--- src/rtl/core/gb9_pkg.sv ---
// ============================================================================
// gb9_pkg
// Shared types, constants and helper functions for the 9x9 Gaussian blur
// stream core: pixel and column types, kernel weights, FSM states and the
// control and status bundles between the core and its arithmetic unit.
// ============================================================================
package gb9_pkg;

   // Window geometry
   localparam int TAPS       = 9;
   localparam int STORE_ROWS = 8;
   localparam int SLOT_W     = 3;
   localparam int TAP_W      = 4;

   // Field widths
   localparam int PIXEL_W  = 8;
   localparam int COEF_W   = 8;
   localparam int NUM_COEF = 5;
   localparam int WIDTH_W  = 10;
   localparam int HEIGHT_W = 13;
   localparam int ROW_W    = 12;

   // Frame height limit
   localparam int MAX_HEIGHT = 4096;

   // Arithmetic widths: 8x8 product, sum of nine products, weighted column sum
   localparam int PROD_W    = 16;
   localparam int VSUM_W    = 20;
   localparam int HPROD_W   = 28;
   localparam int ACC_W     = 32;
   localparam int OUT_SHIFT = 16;

   // Configuration port
   localparam int CSR_INDEX_W = 3;
   localparam int CSR_DATA_W  = 13;

   typedef logic [PIXEL_W-1:0]                  pixel_type;
   typedef logic [TAPS-1:0][PIXEL_W-1:0]        column_type;
   typedef logic [STORE_ROWS-1:0][PIXEL_W-1:0]  store_word_type;
   typedef logic [COEF_W-1:0]                   coef_type;
   typedef logic [NUM_COEF-1:0][COEF_W-1:0]     coef_set_type;
   typedef logic [TAP_W-1:0]                    tap_type;
   typedef logic [PROD_W-1:0]                   prod_type;
   typedef logic [VSUM_W-1:0]                   vsum_type;
   typedef logic [HPROD_W-1:0]                  hprod_type;
   typedef logic [ACC_W-1:0]                    acc_type;
   typedef logic [ROW_W-1:0]                    row_type;
   typedef logic [SLOT_W-1:0]                   slot_type;

   localparam tap_type LAST_TAP = tap_type'(TAPS - 1);

   // Register reset values; entry k is the weight at distance k from center
   localparam coef_set_type COEF_RESET = {8'd1, 8'd9, 8'd27, 8'd54, 8'd67};
   localparam logic [WIDTH_W-1:0]  WIDTH_RESET  = 10'd480;
   localparam logic [HEIGHT_W-1:0] HEIGHT_RESET = 13'd640;

   typedef enum logic [CSR_INDEX_W-1:0] {
      CSR_COEF_CENTER  = 3'd0,
      CSR_COEF_OFF1    = 3'd1,
      CSR_COEF_OFF2    = 3'd2,
      CSR_COEF_OFF3    = 3'd3,
      CSR_COEF_OFF4    = 3'd4,
      CSR_IMAGE_WIDTH  = 3'd5,
      CSR_IMAGE_HEIGHT = 3'd6
   } csr_index_type;

   typedef enum logic [1:0] {
      ST_IDLE,
      ST_LOAD,
      ST_SUM,
      ST_EMIT
   } state_type;

   // Control from the sequencer to the arithmetic unit
   typedef struct packed {
      logic    clear;
      logic    start;
      tap_type tap;
   } mac_ctrl_type;

   // Status from the arithmetic unit
   typedef struct packed {
      logic      busy;
      pixel_type result;
   } mac_stat_type;

   // Weight of a tap position 0..8, symmetric around the center tap.
   function automatic coef_type tap_weight(input coef_set_type coefs, input tap_type pos);
      coef_type w;
      unique case (pos)
         4'd0, 4'd8: w = coefs[4];
         4'd1, 4'd7: w = coefs[3];
         4'd2, 4'd6: w = coefs[2];
         4'd3, 4'd5: w = coefs[1];
         4'd4:       w = coefs[0];
         default:    w = '0;
      endcase
      return w;
   endfunction

endpackage

--- src/rtl/core/gb9_mac.sv ---
// ============================================================================
// gb9_mac
// Weighted window sum. Each started step takes one window column, weights
// its nine pixels with the vertical taps, adds them, weights the column sum
// with the horizontal tap and accumulates. Three register stages.
// ============================================================================
module gb9_mac (
   input  logic                   clock,
   input  logic                   reset,
   input  gb9_pkg::mac_ctrl_type  ctrl,
   input  gb9_pkg::coef_set_type  coefs,
   input  gb9_pkg::column_type    col,
   output gb9_pkg::mac_stat_type  stat
);

   gb9_pkg::prod_type  prod_in [gb9_pkg::TAPS];
   gb9_pkg::prod_type  prod_ff [gb9_pkg::TAPS];
   logic               p_valid_ff;
   gb9_pkg::tap_type   p_tap_ff;

   gb9_pkg::vsum_type  vsum_in;
   gb9_pkg::vsum_type  vsum_ff;
   logic               v_valid_ff;
   gb9_pkg::tap_type   v_tap_ff;

   gb9_pkg::hprod_type hprod;
   gb9_pkg::acc_type   acc_in;
   gb9_pkg::acc_type   acc_ff;

   // Vertical weighting of the column, one product per row.
   always_comb begin
      for (int r = 0; r < gb9_pkg::TAPS; r++) begin
         prod_in[r] = gb9_pkg::prod_type'(col[r]) *
                      gb9_pkg::prod_type'(gb9_pkg::tap_weight(coefs,
                                                              gb9_pkg::tap_type'(r)));
      end
   end

   // Sum of the nine row products.
   always_comb begin
      vsum_in = '0;
      for (int r = 0; r < gb9_pkg::TAPS; r++) begin
         vsum_in = vsum_in + gb9_pkg::vsum_type'(prod_ff[r]);
      end
   end

   // Horizontal weighting and accumulation; the sum wraps at 32 bits.
   assign hprod  = gb9_pkg::hprod_type'(vsum_ff) *
                   gb9_pkg::hprod_type'(gb9_pkg::tap_weight(coefs, v_tap_ff));
   assign acc_in = acc_ff + gb9_pkg::acc_type'(hprod);

   // Stage valid bits
   always_ff @(posedge clock) begin
      if (reset) begin
         p_valid_ff <= 1'b0;
         v_valid_ff <= 1'b0;
      end else begin
         p_valid_ff <= ctrl.start;
         v_valid_ff <= p_valid_ff;
      end
   end

   // Stage payload
   always_ff @(posedge clock) begin
      if (ctrl.start) begin
         prod_ff  <= prod_in;
         p_tap_ff <= ctrl.tap;
      end
      if (p_valid_ff) begin
         vsum_ff  <= vsum_in;
         v_tap_ff <= p_tap_ff;
      end
      if (ctrl.clear) begin
         acc_ff <= '0;
      end else if (v_valid_ff) begin
         acc_ff <= acc_in;
      end
   end

   assign stat.busy   = p_valid_ff | v_valid_ff;
   assign stat.result = acc_ff[gb9_pkg::OUT_SHIFT +: gb9_pkg::PIXEL_W];

endmodule

--- config.mk ---
export PLATFORM = sky130hd
export DESIGN_NAME = gb9_mac
export DESIGN_NICKNAME = d
export VERILOG_FILES = /design/src/rtl/core/gb9_pkg.sv /design/src/rtl/core/gb9_mac.sv
export SDC_FILE = /design/constraint.sdc
export NUM_CORES = 2
export LEC_CHECK = 0
export ABC_AREA = 1
export BUFFER_PORTS_ARGS = -buffer_cell sky130_fd_sc_hd__buf_2
export CAP_MARGIN = 20
export CORE_MARGIN = 1
export CORE_UTILIZATION = 60
export CTS_CLUSTER_SIZE = 25
export DETAILED_ROUTE_END_ITERATION = 8
export PLACE_DENSITY = 0.78
export SLEW_MARGIN = 20
export SYNTH_ARGS = -nofsm -noshare
export SYNTH_HDL_FRONTEND = slang
export SYNTH_SLANG_ARGS = --single-unit
--- constraint.sdc ---
create_clock -name clock -period 8.1 [get_ports clock]
set_input_delay 2.43 -clock clock [delete_from_list [all_inputs] [get_ports clock]]
set_output_delay 2.43 -clock clock [all_outputs]
set_load 0.01 [all_outputs]
==> impl_results.md <==
- Clock Path Buffers: 2
- Total grt overflow: 0
- Fin. Hold Viols: 0
- Syn nets: about 5000
- Total Routed Length: 79.9 mm
- # IOs: 129
- Register-to-Register Path Depth: 23
- Layout cells sized above 1: 0.0551
- Fmax: 137 MHz
- Period utilization: 0.904
- Final setup fails: 0
- DRC violations left: 0
- YS warnings: 0
- Initial antenna violation count: 10
- H-Tree Depth: 4
- Drt pass-1 iters: 5
- Yosys top cell area share: 0.330
- Post-CTS Setup Bufs: 0
- Clock root buffer: clkbuf_16
- Clock tree sinks: 198
- Crit path launch type: input pin
- Pre-CTS setup slack: 346 ps
- Max-Cap Viols: 0
- Total GRT Usage: 0.296
- Count leader, synth: inv_1
- Num CTS Buffers: 17
- Vias in the first global route: 25838
- CTS clock-pin slew for the worst setup and hold paths: around 70 ps
- Fin crit period: 7320 ps
- Starting Density: 0.611
- Final #Nets: about 5000
- First-pass GRT wire length: 131 mm
- Hold_sp: p_tap_ff[1]$_DFFE_PP_
- DR vias/cell: between 5 and 6
- Async set or reset register ratio after synthesis: 0
- Most frequent cells after synthesis: 1149 x inv_1, 817 x nand2_1, 559 x fa_1
- Critical Path Fanout Max: 17
- Post-synthesis sequential area ratio: 0.168
- Cells taking the most area after synthesis: fa_1 33%, edfxtp_1 15%, ha_1 14%, inv_1 13%, nand2_1 9.1%
- Reg2reg start: v_tap_ff[1]$_DFFE_PP_
- Vias after detailed routing: 24840
- Outcome: completed
- Num rows: 86
- Post-synth EDFFs: 172
- Pin count of the biggest net entering global routing: 104
- Insertion delay to the later sink of the worst-skew pair: 460 ps
- CP Capture Type: register
- WS Path Type: input pin to register
- Max Slew Vio Count: 0
- Worst Path Required: ~8500 ps
- Full die area: 0.0574 sq mm
- Hold WC Path Type: register to register
- Hold depth: 0
- Slew headroom: 0.319
- Fin util: 0.641
- Skew final: 12.4 ps
- Fin Setup TNS: 0 ps
- Post-DP HPWL: 66.5 mm
- Unrepaired setup endpoints after global routing: no
- Count of different cell masters after synthesis: 50
- Syn avg cell area: 8.48 sq um
- Die Y: 240 microns
- CP arrival: approximately 7700 ps
- Crit path launch: coefs[32]
- Mapped cell area: 0.0339 sq mm
- Min setup slack post-route: just under 800 ps
- Worst slew pin tran: 1020 ps
- CTS tree: yes
- Syn Inst Count: 3993
- Core Box Area: 0.0554 sq mm
- Die X: 240 microns
- Routability cong.: 0.978
- DRT antenna net count: 0
- I/O Buffers: 128
- Top cell type by total area after synthesis: fa_1
- WL per Instance: approximately 17 microns
- Yosys reg bits: between 150 and 200
- Prevailing post-synth register cell: edfxtp_1
- Initial DRC Count: roughly 1800
- Hold_buf cts: 0
- Post-cts sizing count: 0
- Syn-to-layout area delta: 4.93%
## worst max-delay path: stages
cell and delay, ps:
buf_2 110, a22o_1 300, a221oi_2 240, nand2_1 470, buf_4 330, nand2_1 80
fa_1 420, inv_1 80, fa_1 440, fa_1 540, inv_1 50, fa_1 480
inv_1 40, ha_1 350, nand2_1 120, nor4_1 490, nand4_1 290, nand4_1 150
nand3_1 80, o211ai_1 110, inv_1 50
## through the flow
stage	cells	hold slack [ps]	cell area, sq um
after global routing	4767	431	35500
after global placement	4729	406	35000
after detailed placement	4729	406	35000
final	4770	425	35500
after CTS	4761	423	35500
after floorplan	3993	400	33900
## cell usage in the layout (no fill, tap or decap), types with 6 or more instances in the layout
master,synthesis,layout
o2111ai_1,6,6
diode_2,0,9
inv_2,6,6
clkbuf_16,0,17
nand3_1,49,49
a21o_1,6,6
nand4_1,10,10
ha_1,381,381
o21bai_1,8,8
xor2_1,95,95
nand3b_1,6,6
nand2_1,817,817
buf_4,8,25
xnor2_1,43,43
o21ai_0,80,80
nor2_1,183,183
nand2_2,9,9
a21oi_1,160,160
inv_1,1149,1149
nor2_2,7,7
dfxtp_1,26,25
edfxtp_1,172,172
buf_2,7,127
fa_1,559,559
## state kept, by name (all words and copies together) (netlist names)
signal	count
prod_ff	144
acc_ff	24
vsum_ff	20
p_tap_ff	4
v_tap_ff	4
p_valid_ff	1
v_valid_ff	1
## final timing paths
check	endpoint	slack [ps]
worst max-delay path	acc_ff[21]$_SDFFE_PP0P_	780
worst min-delay path	v_tap_ff[1]$_DFFE_PP_	430
worst max register to register	acc_ff[21]$_SDFFE_PP0P_	1960
worst min register to register	v_tap_ff[1]$_DFFE_PP_	430
## cell type report
cell class                 count  area [sq um]
antenna                        9          22.5
clock buffer                  17           425
clock inverter                15           120
fill                        4609         19900
inverter                    1158          4350
multi-input combinational   2472         23200
sequential                   198          5690
tap                          748           936
timing repair buffer         153           835
## layer usage
metal,global-route usage,vias to the layer above,part of all wire
li1,-,11705,-
met1,0.372,12174,0.39
met2,0.510,799,0.50
met3,0.0430,156,0.067
met4,0.123,6,0.041
met5,0,-,0.00051
## kinds of logic (layout without fill, tap and decap cells)
kind of cell / Yosys count / count (layout) / synth area share
DFF: 198 / 198 / 0.168
other: 0 / 9 / 0
adders and majority gates: 940 / 940 / 0.471
and+or+nand+nor: 1100 / 1100 / 0.129
xor gates and xnor gates: 138 / 138 / 0.0357
AOI/OAI and AO/OA: 294 / 294 / 0.0480
buffers and inverters: 1323 / 1343 / 0.148
Power is not shown: default switching activity piles up to over one toggle a cycle in this logic, so the estimate is an artifact.
