## config.mk

```make
export PLATFORM = sky130hd
export DESIGN_NAME = gb9_cell
export DESIGN_NICKNAME = d
export VERILOG_FILES = /design/src/rtl/core/gb9_pkg.sv /design/src/rtl/core/gb9_cell.sv
export SDC_FILE = /design/constraint.sdc
export NUM_CORES = 1
export LEC_CHECK = 0
export ABC_AREA = 1
export CORE_MARGIN = 4
export CORE_UTILIZATION = 35
export DETAILED_ROUTE_END_ITERATION = 7
export DONT_BUFFER_PORTS = 1
export GPL_TIMING_DRIVEN = 0
export SLEW_MARGIN = 10
export SYNTH_ARGS = -nofsm -noshare
export SYNTH_HDL_FRONTEND = slang
export SYNTH_SLANG_ARGS = --single-unit
```

## constraint.sdc

```tcl
create_clock -name clock -period 0.8 [get_ports clock]
set_clock_uncertainty 0.05 [all_clocks]
set_input_delay 0 -clock clock [delete_from_list [all_inputs] [get_ports clock]]
set_output_delay 0 -clock clock [all_outputs]
set_load 0.03 [all_outputs]
```

## src/rtl/core/gb9_pkg.sv

```systemverilog
// ============================================================================
// gb9_pkg
// Shared types, constants and helper functions for the 9x9 Gaussian blur
// stream core: pixel and column types, kernel weights, FSM states and the
// control and status bundles between the core and its arithmetic unit.
// ============================================================================
package gb9_pkg;

   // Window geometry
   localparam int TAPS       = 9;
   localparam int STORE_ROWS = 8;
   localparam int SLOT_W     = 3;
   localparam int TAP_W      = 4;

   // Field widths
   localparam int PIXEL_W  = 8;
   localparam int COEF_W   = 8;
   localparam int NUM_COEF = 5;
   localparam int WIDTH_W  = 10;
   localparam int HEIGHT_W = 13;
   localparam int ROW_W    = 12;

   // Frame height limit
   localparam int MAX_HEIGHT = 4096;

   // Arithmetic widths: 8x8 product, sum of nine products, weighted column sum
   localparam int PROD_W    = 16;
   localparam int VSUM_W    = 20;
   localparam int HPROD_W   = 28;
   localparam int ACC_W     = 32;
   localparam int OUT_SHIFT = 16;

   // Configuration port
   localparam int CSR_INDEX_W = 3;
   localparam int CSR_DATA_W  = 13;

   typedef logic [PIXEL_W-1:0]                  pixel_type;
   typedef logic [TAPS-1:0][PIXEL_W-1:0]        column_type;
   typedef logic [STORE_ROWS-1:0][PIXEL_W-1:0]  store_word_type;
   typedef logic [COEF_W-1:0]                   coef_type;
   typedef logic [NUM_COEF-1:0][COEF_W-1:0]     coef_set_type;
   typedef logic [TAP_W-1:0]                    tap_type;
   typedef logic [PROD_W-1:0]                   prod_type;
   typedef logic [VSUM_W-1:0]                   vsum_type;
   typedef logic [HPROD_W-1:0]                  hprod_type;
   typedef logic [ACC_W-1:0]                    acc_type;
   typedef logic [ROW_W-1:0]                    row_type;
   typedef logic [SLOT_W-1:0]                   slot_type;

   localparam tap_type LAST_TAP = tap_type'(TAPS - 1);

   // Register reset values; entry k is the weight at distance k from center
   localparam coef_set_type COEF_RESET = {8'd1, 8'd9, 8'd27, 8'd54, 8'd67};
   localparam logic [WIDTH_W-1:0]  WIDTH_RESET  = 10'd480;
   localparam logic [HEIGHT_W-1:0] HEIGHT_RESET = 13'd640;

   typedef enum logic [CSR_INDEX_W-1:0] {
      CSR_COEF_CENTER  = 3'd0,
      CSR_COEF_OFF1    = 3'd1,
      CSR_COEF_OFF2    = 3'd2,
      CSR_COEF_OFF3    = 3'd3,
      CSR_COEF_OFF4    = 3'd4,
      CSR_IMAGE_WIDTH  = 3'd5,
      CSR_IMAGE_HEIGHT = 3'd6
   } csr_index_type;

   typedef enum logic [1:0] {
      ST_IDLE,
      ST_LOAD,
      ST_SUM,
      ST_EMIT
   } state_type;

   // Control from the sequencer to the arithmetic unit
   typedef struct packed {
      logic    clear;
      logic    start;
      tap_type tap;
   } mac_ctrl_type;

   // Status from the arithmetic unit
   typedef struct packed {
      logic      busy;
      pixel_type result;
   } mac_stat_type;

   // Weight of a tap position 0..8, symmetric around the center tap.
   function automatic coef_type tap_weight(input coef_set_type coefs, input tap_type pos);
      coef_type w;
      unique case (pos)
         4'd0, 4'd8: w = coefs[4];
         4'd1, 4'd7: w = coefs[3];
         4'd2, 4'd6: w = coefs[2];
         4'd3, 4'd5: w = coefs[1];
         4'd4:       w = coefs[0];
         default:    w = '0;
      endcase
      return w;
   endfunction

endpackage

```

## src/rtl/core/gb9_cell.sv

```systemverilog
// ============================================================================
// gb9_cell
// One column cell of the window chain. It holds nine pixels of one window
// column and takes the column of its neighbor when the chain shifts.
// ============================================================================
module gb9_cell (
   input  logic                 clock,
   input  logic                 shift_en,
   input  gb9_pkg::column_type  col_in,
   output gb9_pkg::column_type  col_out
);

   gb9_pkg::column_type col_ff;
   gb9_pkg::column_type col_in_mux;

   // Hold the column unless the chain moves.
   assign col_in_mux = shift_en ? col_in : col_ff;

   always_ff @(posedge clock) begin
      col_ff <= col_in_mux;
   end

   assign col_out = col_ff;

endmodule

```

==> results.toml, run 1 <==
[global_routing]
grt_max_degree = 73
grt_pass1_vias = 1116
antenna_found_initial = 0
grt_overflow = 0
grt_pass1_wl_mm = 5.81
grt_use_total = 0.112

[floorplan]
io_pins = 146
chipWidth_um = 86.6
die-area_sq_um = 7500
rows = 28
core_sq_um = 5960
die_h_um = 86.6
initial_core_util = 0.363

[power]
peakVddDrop_uv = 1330
pwr-share-comb = 0.035
p_leak_nw = 1.10
power.internal_mw = 6.15
power_density_nw_per_um2 = 2560
sw_frac_of_total = 0.241
p_total_mw = 8.10
p_sw_mw = 1.95
sequentialPowerShare = 0.644
p_clk_frac = 0.321

[yosys]
ys_top_cells_by_area = "edfxtp_1 100%"
async_flop_share = 0
synthCells = 72
synth_top_area_frac = 1.00
synth_top_cell_by_area = "edfxtp_1"
ys_seq_area_frac = 1.00
synth_common_cells = "72 x edfxtp_1"
syn_area_sq_um = 2160
synth-main-ff-cell = "edfxtp_1"
syn_area_per_cell_sq_um = 30.0
yosys_warnings = 0
synth_fp_nets = 146
yosysMostFrequentCell = "edfxtp_1"
yosysUniqueCellTypes = 1
ys_ff_latch = 72
synth-edff-count = 72

[outcome]
outcome = "finished, violations left"
failed_checks = "hold timing, setup timing"

[final_layout]
stdcell_count = 235
finish.utilization = 0.531
num-multi-input-gates = 0
largest_reg_flops = 72
drive_gt1_frac = 0.0875
final_area_sq_um = 3160
antenna_cells = 0
final_nets = 229
syn_to_final_growth_pct = 46.3
multiInputGateArea_sq_um = 0

[place]
gp_congestion = 0.687
postPlaceCellArea_sq_um = 2260
pre_cts_ws_ns = 0.227
port_buffers = 0
dp_cells = 147

[cts]
holdBufCountCts = 72
numCtsBuffers = 9
cts_buffer_depth = 2
htreeDepth = 3
cts_tree = "built"
cts_sinks = 72
postCtsSetupBuffers = 0
cts.clk_slew.worst_paths_ns = 0.07
post_cts_resized = 0
root_buffer = "clkbuf_8"

[run]
maxCapViolations = 0

[detailed_routing]
first_pass_iters = 3
initialDrtViolationCount = 51
ant_nets = 0
post_drt_wl_per_cell_um = 17.2
drcViolationCount = 0
vias = 1031
vias_per_cell = 4.39
wl_mm = 4.03

[sta]
fin_crit_ns = 0.918
rsz0062_at_grt = "true"
tightestPinTransition_ns = 0.323
timing.hold.ws_ns = -0.274
finalSetupTns_ns = -7.61
fin_ws_ns = -0.118
max_slew_margin = 0.785
maxSlewViolCount = 0
hold_violations = 72
finalCritPeriodShare = 1.15
setup_viol = 72
fmax_mhz = 1090

[setup_path]
worstPathRequired_ns = 0.75
critPathKind = "register to output pin"
worstPathArrival_ns = 0.87
crit_path_end_kind = "output pin"
cp-start-kind = "register"
cp_max_fo = 1

[worst_hold_path]
hp-class = "input pin to register"
placed cells by master, fill, tap and decap left out:
cell type,instances
bufinv_16,1
clkbuf_8,9
clkinv_1,2
clkinv_2,2
clkinvlp_4,2
dlygate4sd3_1,72
edfxtp_1,72
worst paths after layout:
| path | startpoint | depth (start not counted) | slack, ns | endpoint |
|---|---|---|---|---|
| worst max-delay path | col_out[2]$_DFFE_PP_ | 0 | -0.12 | col_out[2] |
| worst min-delay path | shift_en | 0 | -0.27 | col_out[50]$_DFFE_PP_ |
routing by layer:
layer	wire length, um	global-route usage	up-vias
li1	-	-	458
met1	1270	0.0952	478
met2	2030	0.170	89
met3	664	0.102	6
met4	66	0.0680	0
met5	0	0	-
cell families after synthesis:
family	synth area share
flip-flops	1.00
power groups by stage:
stage	registers, mW	clock network (mW)	logic (mW)
3_3_place_gp	5.31	0	0
5_1_grt	5.25	2.97	0.304
3_5_place_dp	5.31	0	0
4_1_cts	5.23	2.71	0.281
6_report	5.22	2.60	0.281
2_1_floorplan	5.26	0	0
area by class of cell:
type,count,area [sq um]
fillers,494,2790
flip-flops and latches,72,2160
repair buffers,72,721
clock buffers,9,124
well taps,75,93.8
clock inverters,7,62.6
(Power assumes the default switching activity.)
==> run 2: changes to the inputs <==
Settings changed: PLACE_DENSITY set to 0.46.
==> results.toml, run 2 (synthesized netlist as in run 1, its figures left out) <==
[floorplan]
rows = 28
core_sq_um = 5960
io_pins = 146
initial_core_util = 0.363
chipWidth_um = 86.6
die_h_um = 86.6
die-area_sq_um = 7500

[setup_path]
critPathKind = "register to output pin"
crit_path_end_kind = "output pin"
cp-start-kind = "register"
cp_max_fo = 1
worstPathRequired_ns = 0.75
worstPathArrival_ns = 0.88

[final_layout]
syn_to_final_growth_pct = 48.5
multiInputGateArea_sq_um = 0
largest_reg_flops = 72
antenna_cells = 0
num-multi-input-gates = 0
final_area_sq_um = 3210
final_nets = 229
layout_common_cells = "72 x edfxtp_1, 72 x dlygate4sd3_1, 9 x clkbuf_8"
fill_cells = 484
drive_gt1_frac = 0.0875

[detailed_routing]
vias_per_cell = 4.42
initialDrtViolationCount = 50
first_pass_iters = 4
wl_mm = 4.44
drcViolationCount = 0
vias = 1038
ant_nets = 0
post_drt_wl_per_cell_um = 18.9

[cts]
numCtsBuffers = 9
holdBufCountCts = 72
cts.clk_slew.worst_paths_ns = 0.07
root_buffer = "clkbuf_8"
cts_buffer_depth = 2
cts_sinks = 72
cts_tree = "built"
htreeDepth = 3

[sta]
finalCritPeriodShare = 1.16
timing.hold.ws_ns = -0.279
max_slew_margin = 0.781
maxSlewViolCount = 0
fmax_mhz = 1070
fin_ws_ns = -0.130
rsz0062_at_grt = "true"
hold_violations = 72
fin_crit_ns = 0.930
tightestPinTransition_ns = 0.329
finalSetupTns_ns = -7.92
setup_viol = 72

[global_routing]
grt_use_total = 0.115
grt_max_degree = 73
grt_pass1_vias = 1193
grt_pass1_wl_mm = 6.08
grt_overflow = 0
antenna_found_initial = 0

[place]
port_buffers = 0
pre_cts_ws_ns = 0.225
gp_congestion = 0.667
postPlaceCellArea_sq_um = 2260

[power]
power_density_nw_per_um2 = 2740
peakVddDrop_uv = 1750
p_leak_nw = 1.12
p_total_mw = 8.80

[run]
maxCapViolations = 0

[outcome]
failed_checks = "hold timing, setup timing"
outcome = "finished, violations left"

[worst_hold_path]
hp-class = "input pin to register"
==> run 2: timing repair <==
item	4_1_cts	5_1_grt
buffers inserted	0	0
setup endpoints to repair	72	72
gates resized for setup	0	0
cloned	0	0
pin swaps	0	0
hold endpoints to repair	144	72
==> run 2: worst paths after layout <==
path / start / depth (start not counted) / slack, ns / end
max: col_out[11]$_DFFE_PP_ / 0 / -0.13 / col_out[11]
min: shift_en / 0 / -0.28 / col_out[11]$_DFFE_PP_
==> run 2: area by class of cell <==
class	count	area [sq um]	area share
Clock buffer	9	124	0.0386
Clock inverter	7	110	0.0343
Sequential cell	72	2160	0.673
Tap cell	75	93.8	0.0292
Timing Repair Buffer	72	721	0.224
==> run 2: through the flow <==
step,std cells,util
2_1_floorplan,72,-
3_3_place_gp,147,0.379
3_5_place_dp,147,0.379
4_1_cts,235,0.539
5_1_grt,235,0.539
6_report,235,0.539
==> run 2: power breakdown <==
group | internal [mW] | switching (mW) | total (mW) | leakage (nW)
logic | 0.233 | 0.0508 | 0.284 | 0.301
registers | 4.51 | 0.713 | 5.22 | 0.705
clock network | 2.04 | 1.25 | 3.29 | 0.114
==> run 2: routing by layer <==
| metal | track usage | part of all wire | vias to the layer above |
|---|---|---|---|
| met3 | 0.0751 | 0.14 | 10 |
| met5 | 0 | 0 | - |
| met2 | 0.190 | 0.50 | 86 |
| li1 | - | - | 459 |
| met4 | 0.0807 | 0.026 | 0 |
| met1 | 0.0980 | 0.34 | 483 |
==> run 3: changes to the inputs <==
Settings changed: ABC_AREA 1 to unset, CORE_UTILIZATION 35 to 60, PLACE_DENSITY 0.46 to 0.76.
==> results.toml, run 3 (synthesized netlist as in run 1, its figures left out) <==
[outcome]
outcome = "finished, violations left"
failed_checks = "hold timing, setup timing"

[global_routing]
grt_pass1_vias = 1160
grtUsageMet3 = 0.0870
busiest_layer = "met2"
antenna_found_initial = 0
use_met1 = 0.236
grt_pass1_wl_mm = 7.07
grt_overflow = 0
grt_max_degree = 73
grt_use_total = 0.240
globalRouteMet2Util = 0.428

[cts]
cts_buffer_depth = 2
cts_sinks = 72
numCtsBuffers = 9
cts_tree = "built"
cts.clk_slew.worst_paths_ns = 0.11
holdBufCountCts = 72
post_cts_resized = 0
root_buffer = "clkbuf_4"
postCtsSetupBuffers = 0
htreeDepth = 3

[power]
power_density_nw_per_um2 = 2580
peakVddDrop_uv = 1870
p_leak_nw = 1.08

[detailed_routing]
first_pass_iters = 4
drcViolationCount = 0
wl_mm = 5.38
ant_nets = 0
initialDrtViolationCount = 69
vias_per_cell = 5.32
post_drt_wl_per_cell_um = 26.2
vias = 1090

[sta]
fin_crit_ns = 0.995
timing.hold.ws_ns = -0.334
fin_ws_ns = -0.195
maxSlewViolCount = 0
setup_viol = 72
finalCritPeriodShare = 1.24
hold_violations = 72
rsz0062_at_grt = "true"
tightestPinTransition_ns = 0.343
max_slew_margin = 0.772
fmax_mhz = 1010

[floorplan]
initial_core_util = 0.633
chipWidth_um = 68.0
core_sq_um = 3420
die_h_um = 68.0
rows = 21
die-area_sq_um = 4630
io_pins = 146

[setup_path]
critPathKind = "register to output pin"
cp-start-kind = "register"
worstPathArrival_ns = 0.94
cp_max_fo = 1
worstPathRequired_ns = 0.75
crit_path_end_kind = "output pin"
crit_cells = 0

[final_layout]
syn_to_final_growth_pct = 42.7
layout_common_cells = "72 x edfxtp_1, 72 x dlygate4sd3_1, 9 x clkbuf_4"
largest_reg_flops = 72
antenna_cells = 0
num-multi-input-gates = 0
finish.utilization = 0.903
drive_gt1_frac = 0.0755
multiInputGateArea_sq_um = 0
final_nets = 229
fill_cells = 110

[place]
gp_congestion = 0.629
port_buffers = 0

[run]
maxCapViolations = 0

[worst_hold_path]
holdPathStages = 0
hp-class = "input pin to register"
holdPathEnd = "col_out[69]$_DFFE_PP_"
hp-start = "shift_en"
## run 3: worst max-delay path by stage
stage / to / startpoint
global route: col_out[12] / col_out[12]$_DFFE_PP_
global placement: col_out[17] / col_out[17]$_DFFE_PP_
CTS: col_out[25] / col_out[25]$_DFFE_PP_
floorplan: col_out[0] / col_out[0]$_DFFE_PP_
detailed placement: col_out[25] / col_out[25]$_DFFE_PP_
finish: col_out[13] / col_out[13]$_DFFE_PP_
## run 3: power breakdown
| group | switching (mW) | internal [mW] |
|---|---|---|
| Clock | 1.18 | 1.23 |
| Sequential | 0.724 | 4.51 |
| Combinational | 0.0695 | 0.234 |
## run 3: layout make-up
type,instances,area [sq um],share of cell area
clock inverters,5,72.6,0.0235
repair buffers,72,721,0.234
well taps,46,57.6,0.0187
clock buffers,10,71.3,0.0231
flip-flops and latches,72,2160,0.701
## run 3: through the flow
| stage | setup WS (ns) | TNS (ns) | area (sq um) | cells | total power, mW |
|---|---|---|---|---|---|
| 3_3_place_gp | 0.231 | 0 | 2220 | 118 | 5.31 |
| 6_report | -0.195 | -12.75 | 3080 | 205 | 7.95 |
| 4_1_cts | -0.224 | -14.00 | 3080 | 205 | 7.87 |
| 3_5_place_dp | 0.219 | 0 | 2220 | 118 | 5.31 |
| 5_1_grt | -0.251 | -16.09 | 3080 | 205 | 8.23 |
| 2_1_floorplan | 0.254 | 0 | 2160 | 72 | 5.26 |
## run 3: routing by layer
metal / vias up / routed length [um]
met4: 0 / 144
met3: 13 / 517
met5: - / 0
met1: 523 / 1730
li1: 459 / -
met2: 95 / 2990
